<file path="src/design/i2c_target_register_file_unit_macros.svh">
// Assertion macros for the I2C target register file.
`ifndef I2C_TARGET_REGISTER_FILE_UNIT_MACROS_SVH
`define I2C_TARGET_REGISTER_FILE_UNIT_MACROS_SVH

`ifndef SYNTHESIS
`define I2CTRF_ASSERT_NOW(label, ante, cons) \
	label: assert property (@(posedge clk) disable iff (!arst_n) (ante) |-> (cons)) \
		else $error("i2ctrf assertion failed");
`define I2CTRF_ASSERT_NEXT(label, ante, cons) \
	label: assert property (@(posedge clk) disable iff (!arst_n) (ante) |=> (cons)) \
		else $error("i2ctrf assertion failed");
`else
`define I2CTRF_ASSERT_NOW(label, ante, cons)
`define I2CTRF_ASSERT_NEXT(label, ante, cons)
`endif

`endif

</file>
<file path="src/design/i2ctrf_pkg.sv">
// Types, codes and constants shared by the I2C target register file.
package i2ctrf_pkg;

	localparam int MAP_SIZE = 32;
	localparam int IDX_W    = (MAP_SIZE > 1) ? $clog2(MAP_SIZE) : 1;
	localparam int MASK_W   = 32;
	localparam int MASK_IDX_W = $clog2(MASK_W);

	typedef enum logic [3:0] {
		KIND_RD_ADDR_ACK  = 4'd0,
		KIND_RD_DATA_ACK  = 4'd1,
		KIND_RD_DATA_NACK = 4'd2,
		KIND_WR_ADDR_ACK  = 4'd3,
		KIND_WR_DATA_ACK  = 4'd4,
		KIND_STOP         = 4'd5,
		KIND_WR_DATA_NACK = 4'd6,
		KIND_LAST_ACK     = 4'd7,
		KIND_BUS_ERR      = 4'd8,
		KIND_OTHER        = 4'd9,
		KIND_LOCAL_WR     = 4'd10,
		KIND_LOCAL_RD     = 4'd11
	} kind_t;

	typedef enum logic [2:0] {
		ST_NONE       = 3'd0,
		ST_WDATA_NACK = 3'd1,
		ST_LAST_ACK   = 3'd2,
		ST_BUS_ERR    = 3'd3,
		ST_UNKNOWN    = 3'd4
	} status_t;

	typedef struct packed {
		logic [3:0] kind;
		logic [7:0] data;
		logic [4:0] local_index;
	} item_t;

	typedef struct packed {
		logic [7:0] tx_byte;
		logic [7:0] local_data;
		logic       busy_res;
		logic [2:0] last_status;
		logic       release_bus;
	} result_t;

	typedef struct packed {
		logic [7:0] reg_ptr;
		logic [7:0] rx_count;
		logic [7:0] rd_ptr;
		logic       busy;
		status_t    status;
	} state_t;

	typedef struct packed {
		logic             en;
		logic [IDX_W-1:0] idx;
		logic [7:0]       data;
	} map_wr_t;

endpackage

</file>
<file path="src/design/i2c_target_register_file_unit.sv">
// Top level of the I2C target register file: request register, map, state and result register.
//
// Usage:
//   item channel (item_valid/item_ready/item) takes one decoded bus event or local
//   map access per request; result channel (result_valid/result_ready/result) returns
//   exactly one result per request, in order.
//   cfg channel (cfg_valid/cfg_ready/cfg_data) writes readonly_mask; cfg_ready is
//   always high. Write it only while no request is in flight.
// Path: an accepted request waits in the request register; its result is registered in the result register.
// Throughput: one request per cycle when not stalled; the request register feeds the
//   event decode, which reads one map entry and updates the pointers before the result register.
// Reset: arst_n clears the map to zero, all pointers, counters, busy, status and
//   readonly_mask, and empties both registers.
// Stall: while result_ready is low the result holds; one more request may wait in
//   the request register, then item_ready drops until the result is taken.
//
`include "i2c_target_register_file_unit_macros.svh"
module i2c_target_register_file_unit
	import i2ctrf_pkg::*;
(
	input  logic              clk,
	input  logic              arst_n,
	input  logic              item_valid,
	output logic              item_ready,
	input  item_t             item,
	output logic              result_valid,
	input  logic              result_ready,
	output result_t           result,
	input  logic              cfg_valid,
	output logic              cfg_ready,
	input  logic [MASK_W-1:0] cfg_data
);

	logic              s1_valid_s1;
	item_t             item_s1;
	logic              adv;
	logic [MASK_W-1:0] ro_mask_q;
	state_t            state_q;
	state_t            st_nxt;
	map_wr_t           wr;
	result_t           res;
	logic [IDX_W-1:0]  rd_idx;
	logic [7:0]        map_q [MAP_SIZE];

	assign adv        = s1_valid_s1 && (!result_valid || result_ready);
	assign item_ready = !s1_valid_s1 || adv;
	assign cfg_ready  = 1'b1;

	i2ctrf_step u_step (
		.item    (item_s1),
		.st      (state_q),
		.ro_mask (ro_mask_q),
		.rd_data (map_q[rd_idx]),
		.rd_idx  (rd_idx),
		.st_nxt  (st_nxt),
		.wr      (wr),
		.res     (res)
	);

	always_ff @(posedge clk or negedge arst_n) begin
		if (!arst_n) begin
			s1_valid_s1 <= 1'b0;
		end else if (item_ready) begin
			s1_valid_s1 <= item_valid;
		end
	end

	always_ff @(posedge clk) begin
		if (item_valid && item_ready) begin
			item_s1 <= item;
		end
	end

	always_ff @(posedge clk or negedge arst_n) begin
		if (!arst_n) begin
			ro_mask_q <= '0;
		end else if (cfg_valid) begin
			ro_mask_q <= cfg_data;
		end
	end

	always_ff @(posedge clk or negedge arst_n) begin
		if (!arst_n) begin
			state_q <= '{reg_ptr: 8'd0, rx_count: 8'd0, rd_ptr: 8'd0, busy: 1'b0,
				status: ST_NONE};
		end else if (adv) begin
			state_q <= st_nxt;
		end
	end

	always_ff @(posedge clk or negedge arst_n) begin
		if (!arst_n) begin
			for (int k = 0; k < MAP_SIZE; k++) begin
				map_q[k] <= 8'h00;
			end
		end else if (adv && wr.en) begin
			map_q[wr.idx] <= wr.data;
		end
	end

	always_ff @(posedge clk or negedge arst_n) begin
		if (!arst_n) begin
			result_valid <= 1'b0;
		end else if (adv) begin
			result_valid <= 1'b1;
		end else if (result_ready) begin
			result_valid <= 1'b0;
		end
	end

	always_ff @(posedge clk) begin
		if (adv) begin
			result <= res;
		end
	end

	`I2CTRF_ASSERT_NOW(a_release_has_status, result_valid && result.release_bus, result.last_status == ST_WDATA_NACK || result.last_status == ST_LAST_ACK || result.last_status == ST_BUS_ERR)
	`I2CTRF_ASSERT_NOW(a_result_matches_state, result_valid, result.busy_res == state_q.busy && result.last_status == state_q.status)
	`I2CTRF_ASSERT_NOW(a_full_blocks_input, s1_valid_s1 && result_valid && !result_ready, !item_ready)
	`I2CTRF_ASSERT_NEXT(a_adv_gives_result, adv, result_valid)

endmodule

</file>
<file path="src/design/i2ctrf_step.sv">
// Event decode and next-state logic for one I2C target request.
module i2ctrf_step
	import i2ctrf_pkg::*;
(
	input  item_t              item,
	input  state_t             st,
	input  logic [MASK_W-1:0]  ro_mask,
	input  logic [7:0]         rd_data,
	output logic [IDX_W-1:0]   rd_idx,
	output state_t             st_nxt,
	output map_wr_t            wr,
	output result_t            res
);

	function automatic logic [7:0] sat_inc(input logic [7:0] v);
		return (v == 8'hFF) ? v : v + 8'd1;
	endfunction

	logic [7:0] rd_ptr;
	logic [7:0] lidx8;
	logic       rd_ok;
	logic       lidx_ok;
	logic       ro;

	always_comb begin
		rd_ptr  = (item.kind == KIND_RD_ADDR_ACK) ? st.reg_ptr : st.rd_ptr;
		lidx8   = {3'b000, item.local_index};
		rd_ok   = rd_ptr < 8'(MAP_SIZE);
		lidx_ok = lidx8 < 8'(MAP_SIZE);
		ro      = (st.reg_ptr < 8'(MASK_W)) && ro_mask[st.reg_ptr[MASK_IDX_W-1:0]];
		rd_idx  = (item.kind == KIND_LOCAL_RD) ? lidx8[IDX_W-1:0] : rd_ptr[IDX_W-1:0];

		st_nxt = st;
		wr     = '0;
		res    = '0;

		unique case (item.kind)
			KIND_RD_ADDR_ACK, KIND_RD_DATA_ACK: begin
				st_nxt.rd_ptr = rd_ptr;
				if (rd_ok) begin
					res.tx_byte   = rd_data;
					st_nxt.rd_ptr = rd_ptr + 8'd1;
				end else begin
					res.tx_byte = 8'hFF;
				end
				st_nxt.busy = 1'b1;
			end
			KIND_RD_DATA_NACK, KIND_STOP: begin
				st_nxt.busy = 1'b0;
			end
			KIND_WR_ADDR_ACK: begin
				st_nxt.rx_count = '0;
				st_nxt.busy     = 1'b1;
			end
			KIND_WR_DATA_ACK: begin
				if (st.rx_count == 8'd0) begin
					st_nxt.reg_ptr  = item.data;
					st_nxt.rx_count = 8'd1;
				end else begin
					wr.en   = (st.rx_count < 8'(MAP_SIZE)) && (st.reg_ptr < 8'(MAP_SIZE))
						&& !ro;
					wr.idx  = st.reg_ptr[IDX_W-1:0];
					wr.data = item.data;
					st_nxt.rx_count = sat_inc(st.rx_count);
					st_nxt.reg_ptr  = sat_inc(st.reg_ptr);
				end
				st_nxt.busy = 1'b1;
			end
			KIND_WR_DATA_NACK: begin
				st_nxt.status   = ST_WDATA_NACK;
				res.release_bus = 1'b1;
			end
			KIND_LAST_ACK: begin
				st_nxt.status   = ST_LAST_ACK;
				res.release_bus = 1'b1;
			end
			KIND_BUS_ERR: begin
				st_nxt.status   = ST_BUS_ERR;
				res.release_bus = 1'b1;
			end
			KIND_LOCAL_WR: begin
				wr.en   = lidx_ok;
				wr.idx  = lidx8[IDX_W-1:0];
				wr.data = item.data;
			end
			KIND_LOCAL_RD: begin
				res.local_data = lidx_ok ? rd_data : 8'h00;
			end
			default: begin
				st_nxt.status = ST_UNKNOWN;
				st_nxt.busy   = 1'b0;
			end
		endcase

		res.busy_res    = st_nxt.busy;
		res.last_status = st_nxt.status;
	end

endmodule
</file>
<file path="config.mk">
export PLATFORM = sky130hd
export DESIGN_NAME = i2c_target_register_file_unit
export DESIGN_NICKNAME = d
export VERILOG_FILES = /design/src/design/i2ctrf_pkg.sv /design/src/design/i2c_target_register_file_unit.sv /design/src/design/i2ctrf_step.sv
export VERILOG_INCLUDE_DIRS = /design/src /design/src/design
export SDC_FILE = /design/constraint.sdc
export NUM_CORES = 1
export LEC_CHECK = 0
export BUFFER_PORTS_ARGS = -buffer_cell sky130_fd_sc_hd__buf_2
export CAP_MARGIN = 20
export CELL_PAD_IN_SITES_DETAIL_PLACEMENT = 1
export CELL_PAD_IN_SITES_GLOBAL_PLACEMENT = 1
export CORE_UTILIZATION = 39
export DETAILED_ROUTE_END_ITERATION = 10
export GPL_ROUTABILITY_DRIVEN = 0
export PLACE_DENSITY = 0.69
export SLEW_MARGIN = 5
export SYNTH_ARGS = -nofsm -noshare
export SYNTH_HDL_FRONTEND = slang
export SYNTH_SLANG_ARGS = --single-unit
</file>
<file path="constraint.sdc">
create_clock -name clk -period 2.8 [get_ports clk]
set_clock_uncertainty 0.1 [all_clocks]
set_input_delay 0.14 -clock clk [delete_from_list [all_inputs] [get_ports clk]]
set_output_delay 0.14 -clock clk [all_outputs]
set_load 0.01 [all_outputs]
</file>
==> impl_metrics.yaml <==
placed_design:
  place_ws_ns: -0.6260
  postPlaceCellArea_sq_um: 19890
  hpwl_um: 34580
  io_buffers: 76
timing:
  max_freq_mhz: 295.7
  grt_setup_unrepaired: "yes"
  hold_viol: 0
  worst_pin_slew_ns: 0.7580
  relSlewSlack_pct: 49.13
  period_needed_ns: 3.382
  layout_setup_ws_ns: -0.5822
  setup_viol: 272
  period_share_pct: 120.8
  timing.hold.ws_ns: 0.09098
  slew_violations: 0
clock_network:
  path_clk_slew_ns: 0.07
  cts_buffer_depth: 3
  ctsHtreeMaxLevel: 2
  cts_tree: "built"
  cts_buffers: 41
  cts_root_buf: "clkbuf_16"
  cts_sinks: 356
  insertion_delay_ns: 0.58
route:
  wl_um: 61150
  via_per_inst: 5.703
  drtIter0Drc: 798
  wl_per_cell_um: 26.87
  ant_nets: 0
  first_pass_iters: 5
  drc_errors: 0
  num_vias: 12979
logic_synthesis:
  synth_area_leaders: "dfrtp_1 46%, mux2_1 14%, edfxtp_1 6.6%"
  synth_top_area_share_pct: 45.93
  synth_top_cell_by_area: "dfrtp_1"
  ys_seq_area_share_pct: 52.52
  syn_area_per_cell_sq_um: 12.82
  syn-cell-area_sq_um: 17320
  synth_cell_types: 74
  synthesis.nets: 1409
  synth-edff-count: 38
  synthFlopType: "dfrtp_1"
  synth-async-reset-ratio_pct: 89.33
  yosys_register_bits: 356
  synth_cells: 1351
  yosysWarnings: 0
worst_setup_path:
  regToRegSetupSlack_ns: -0.58
  crit_path_end_kind: "flip-flop"
  crit_type: "reg2reg"
  crit_chain: "buf_6 -> or3_4 -> buf_6 -> a22oi_2 -> buf_4 -> buf_4 -> buf_4 -> a21o_1 -> buf_6 -> a211oi_1 -> o32ai_1 -> a31oi_1 -> a32o_2 -> a21oi_2"
  r2r-start: "item_s1[13]"
  cp_top_family: "compound AO/OA/AOI/OAI gates"
  r2r_cells: 14
  worstPathRequired_ns: 3.11
  crit_path_max_fanout: 7
  crit_buf_inv: 6
  slowest_delay_ns: 0.43
  slowest_stage: "edfxtp_1"
  r2r_end: "result[20]"
  start_kind: "flip-flop"
  cp_data_arrival_time_ns: 3.69
die:
  die_h_um: 212.8
  dieArea_sq_um: 45270
  num_rows: 76
  fp.dieW_um: 212.8
  pin_count: 78
  core_sq_um: 43460
  initial_core_util_pct: 39.87
pwr:
  p_leak_nw: 11.23
  peakVddDrop_mv: 0.4328
  powerDensity_nw_per_um2: 685.2
layout:
  final_cell_mix: "317 x dfrtp_1, 256 x mux2_4, 133 x buf_4, 75 x buf_2, 72 x nand2_1"
  final_common_cell: "dfrtp_1"
  fin_nets: 1716
  layout-drive-gt1-share_pct: 51.24
  fin_area_sq_um: 24410
  area.growth.synth_to_final_pct: 40.91
grt:
  grt_pass1_vias: 14570
  grt_pass1_wl_um: 93720
  grt_max_degree: 85
  grt_overflow: 0
  antenna_found_initial: 1
  grt_usage_pct: 27.55
status:
  violations: "negative setup slack"
  outcome: "finished, violations left"
flow_run:
  maxCapViolations: 0
min_path:
  hp-class: "in2async"
cells in the mapped netlist (all sizes together), types with 3 or more instances:
library cell and instances:
o21ai 39, o32ai 4, mux4 14, a221oi 8
nor2b 15, a211oi 6, mux2i 102, nand2 98
a32oi 9, clkbuf 43, o31ai 3, ha 4
o21a 9, nor4 8, nor3b 5, o221a 8
and3 18, nand2b 13, or3 4, a21oi 52
inv 13, nor3 10, o22ai 33, a21o 6
nor2 50, edfxtp 38, and2 11, o22a 3
o211ai 3, dfrtp 318, buf 42, nand3 13
a22oi 9, a31oi 5, mux2 309
registers in the layout, indices dropped and copies added, names as in the netlist:
register      flops
result           21
state_q          28
s1_valid_s1       1
ro_mask_q        32
item_s1          17
map_q           256
result_valid      1
power breakdown:
group | total (mW) | internal, mW | switching (mW)
clock network | 5.47 | 3.17 | 2.29
logic | 5.64 | 2.74 | 2.90
registers | 5.62 | 5.43 | 0.193
total | 16.7 | 11.3 | 5.39
worst max-delay path by stage:
stage                     start  slack, ns  depth (start not counted)         end
floorplan           state_q[20]      -0.22                          8  map_q[240]
global placement    item_s1[13]      -0.62                         11  result[10]
detailed placement  item_s1[13]      -0.63                         11  result[10]
CTS                 item_s1[15]      -0.49                         11  result[19]
global route        item_s1[13]      -0.69                         15   result[7]
finish              item_s1[13]      -0.58                         14  result[20]
through the flow:
stage | utilization (%) | TNS (ns) | power [mW] | std cells
after global placement | 45.76 | -111.57 | 9.741 | 2095
after global routing | 56.17 | -143.31 | 17.23 | 2276
after CTS | 54.93 | -103.04 | 16.11 | 2265
after detailed placement | 45.76 | -139.77 | 9.818 | 2095
final | 56.17 | -131.12 | 16.73 | 2276
after floorplan | - | -38.37 | 7.948 | 1351
cell families (layout without fill, tap and decap cells):
group | after synthesis | in the layout | share of synthesized area [%]
AND/OR/NAND/NOR | 257 | 257 | 8.248
AO/OA/AOI/OAI | 208 | 208 | 8.010
buffers and inverters | 99 | 438 | 2.448
flip-flops | 356 | 356 | 52.52
XOR/XNOR | 1 | 1 | 0.05057
adder cells (fa/ha/maj) | 4 | 4 | 0.2889
other | 1 | 2 | 0.02165
multiplexers | 425 | 425 | 28.41
worst register-to-register path: cells and delay by family, from the launching register on:
family          cells  cell delay (ns)
flops               1             0.43
buf+inv             6             0.85
simple gates        1             0.40
compound gates      7             1.48
per-layer routing:
metal / share of wire, % / GRT usage [%] / wire length [um]
met1: 43 / 35.81 / 26080
met2: 50 / 46.46 / 30720
met3: 4.0 / 4.412 / 2435
met4: 3.1 / 9.749 / 1916
met5: 0 / 0 / 0
what timing repair did:
action                     4_1_cts  5_1_grt
gates resized for setup        372       82
setup endpoints to repair      272      275
pin swaps                       42       45
hold endpoints to repair       369        0
cloned                           3        1
setup buffers                   40       11
hold buffers                    54        0
cell type report:
class | instances | area, sq um
flip-flops and latches | 356 | 9100
inverters | 14 | 52.55
clock buffers | 61 | 1242
multi-input cells | 896 | 9742
fillers | 4216 | 19050
repair buffers | 349 | 3422
clock inverters | 14 | 117.6
diodes | 1 | 2.502
well taps | 585 | 732.0
No activity file was read; power rests on OpenSTA's default activity.
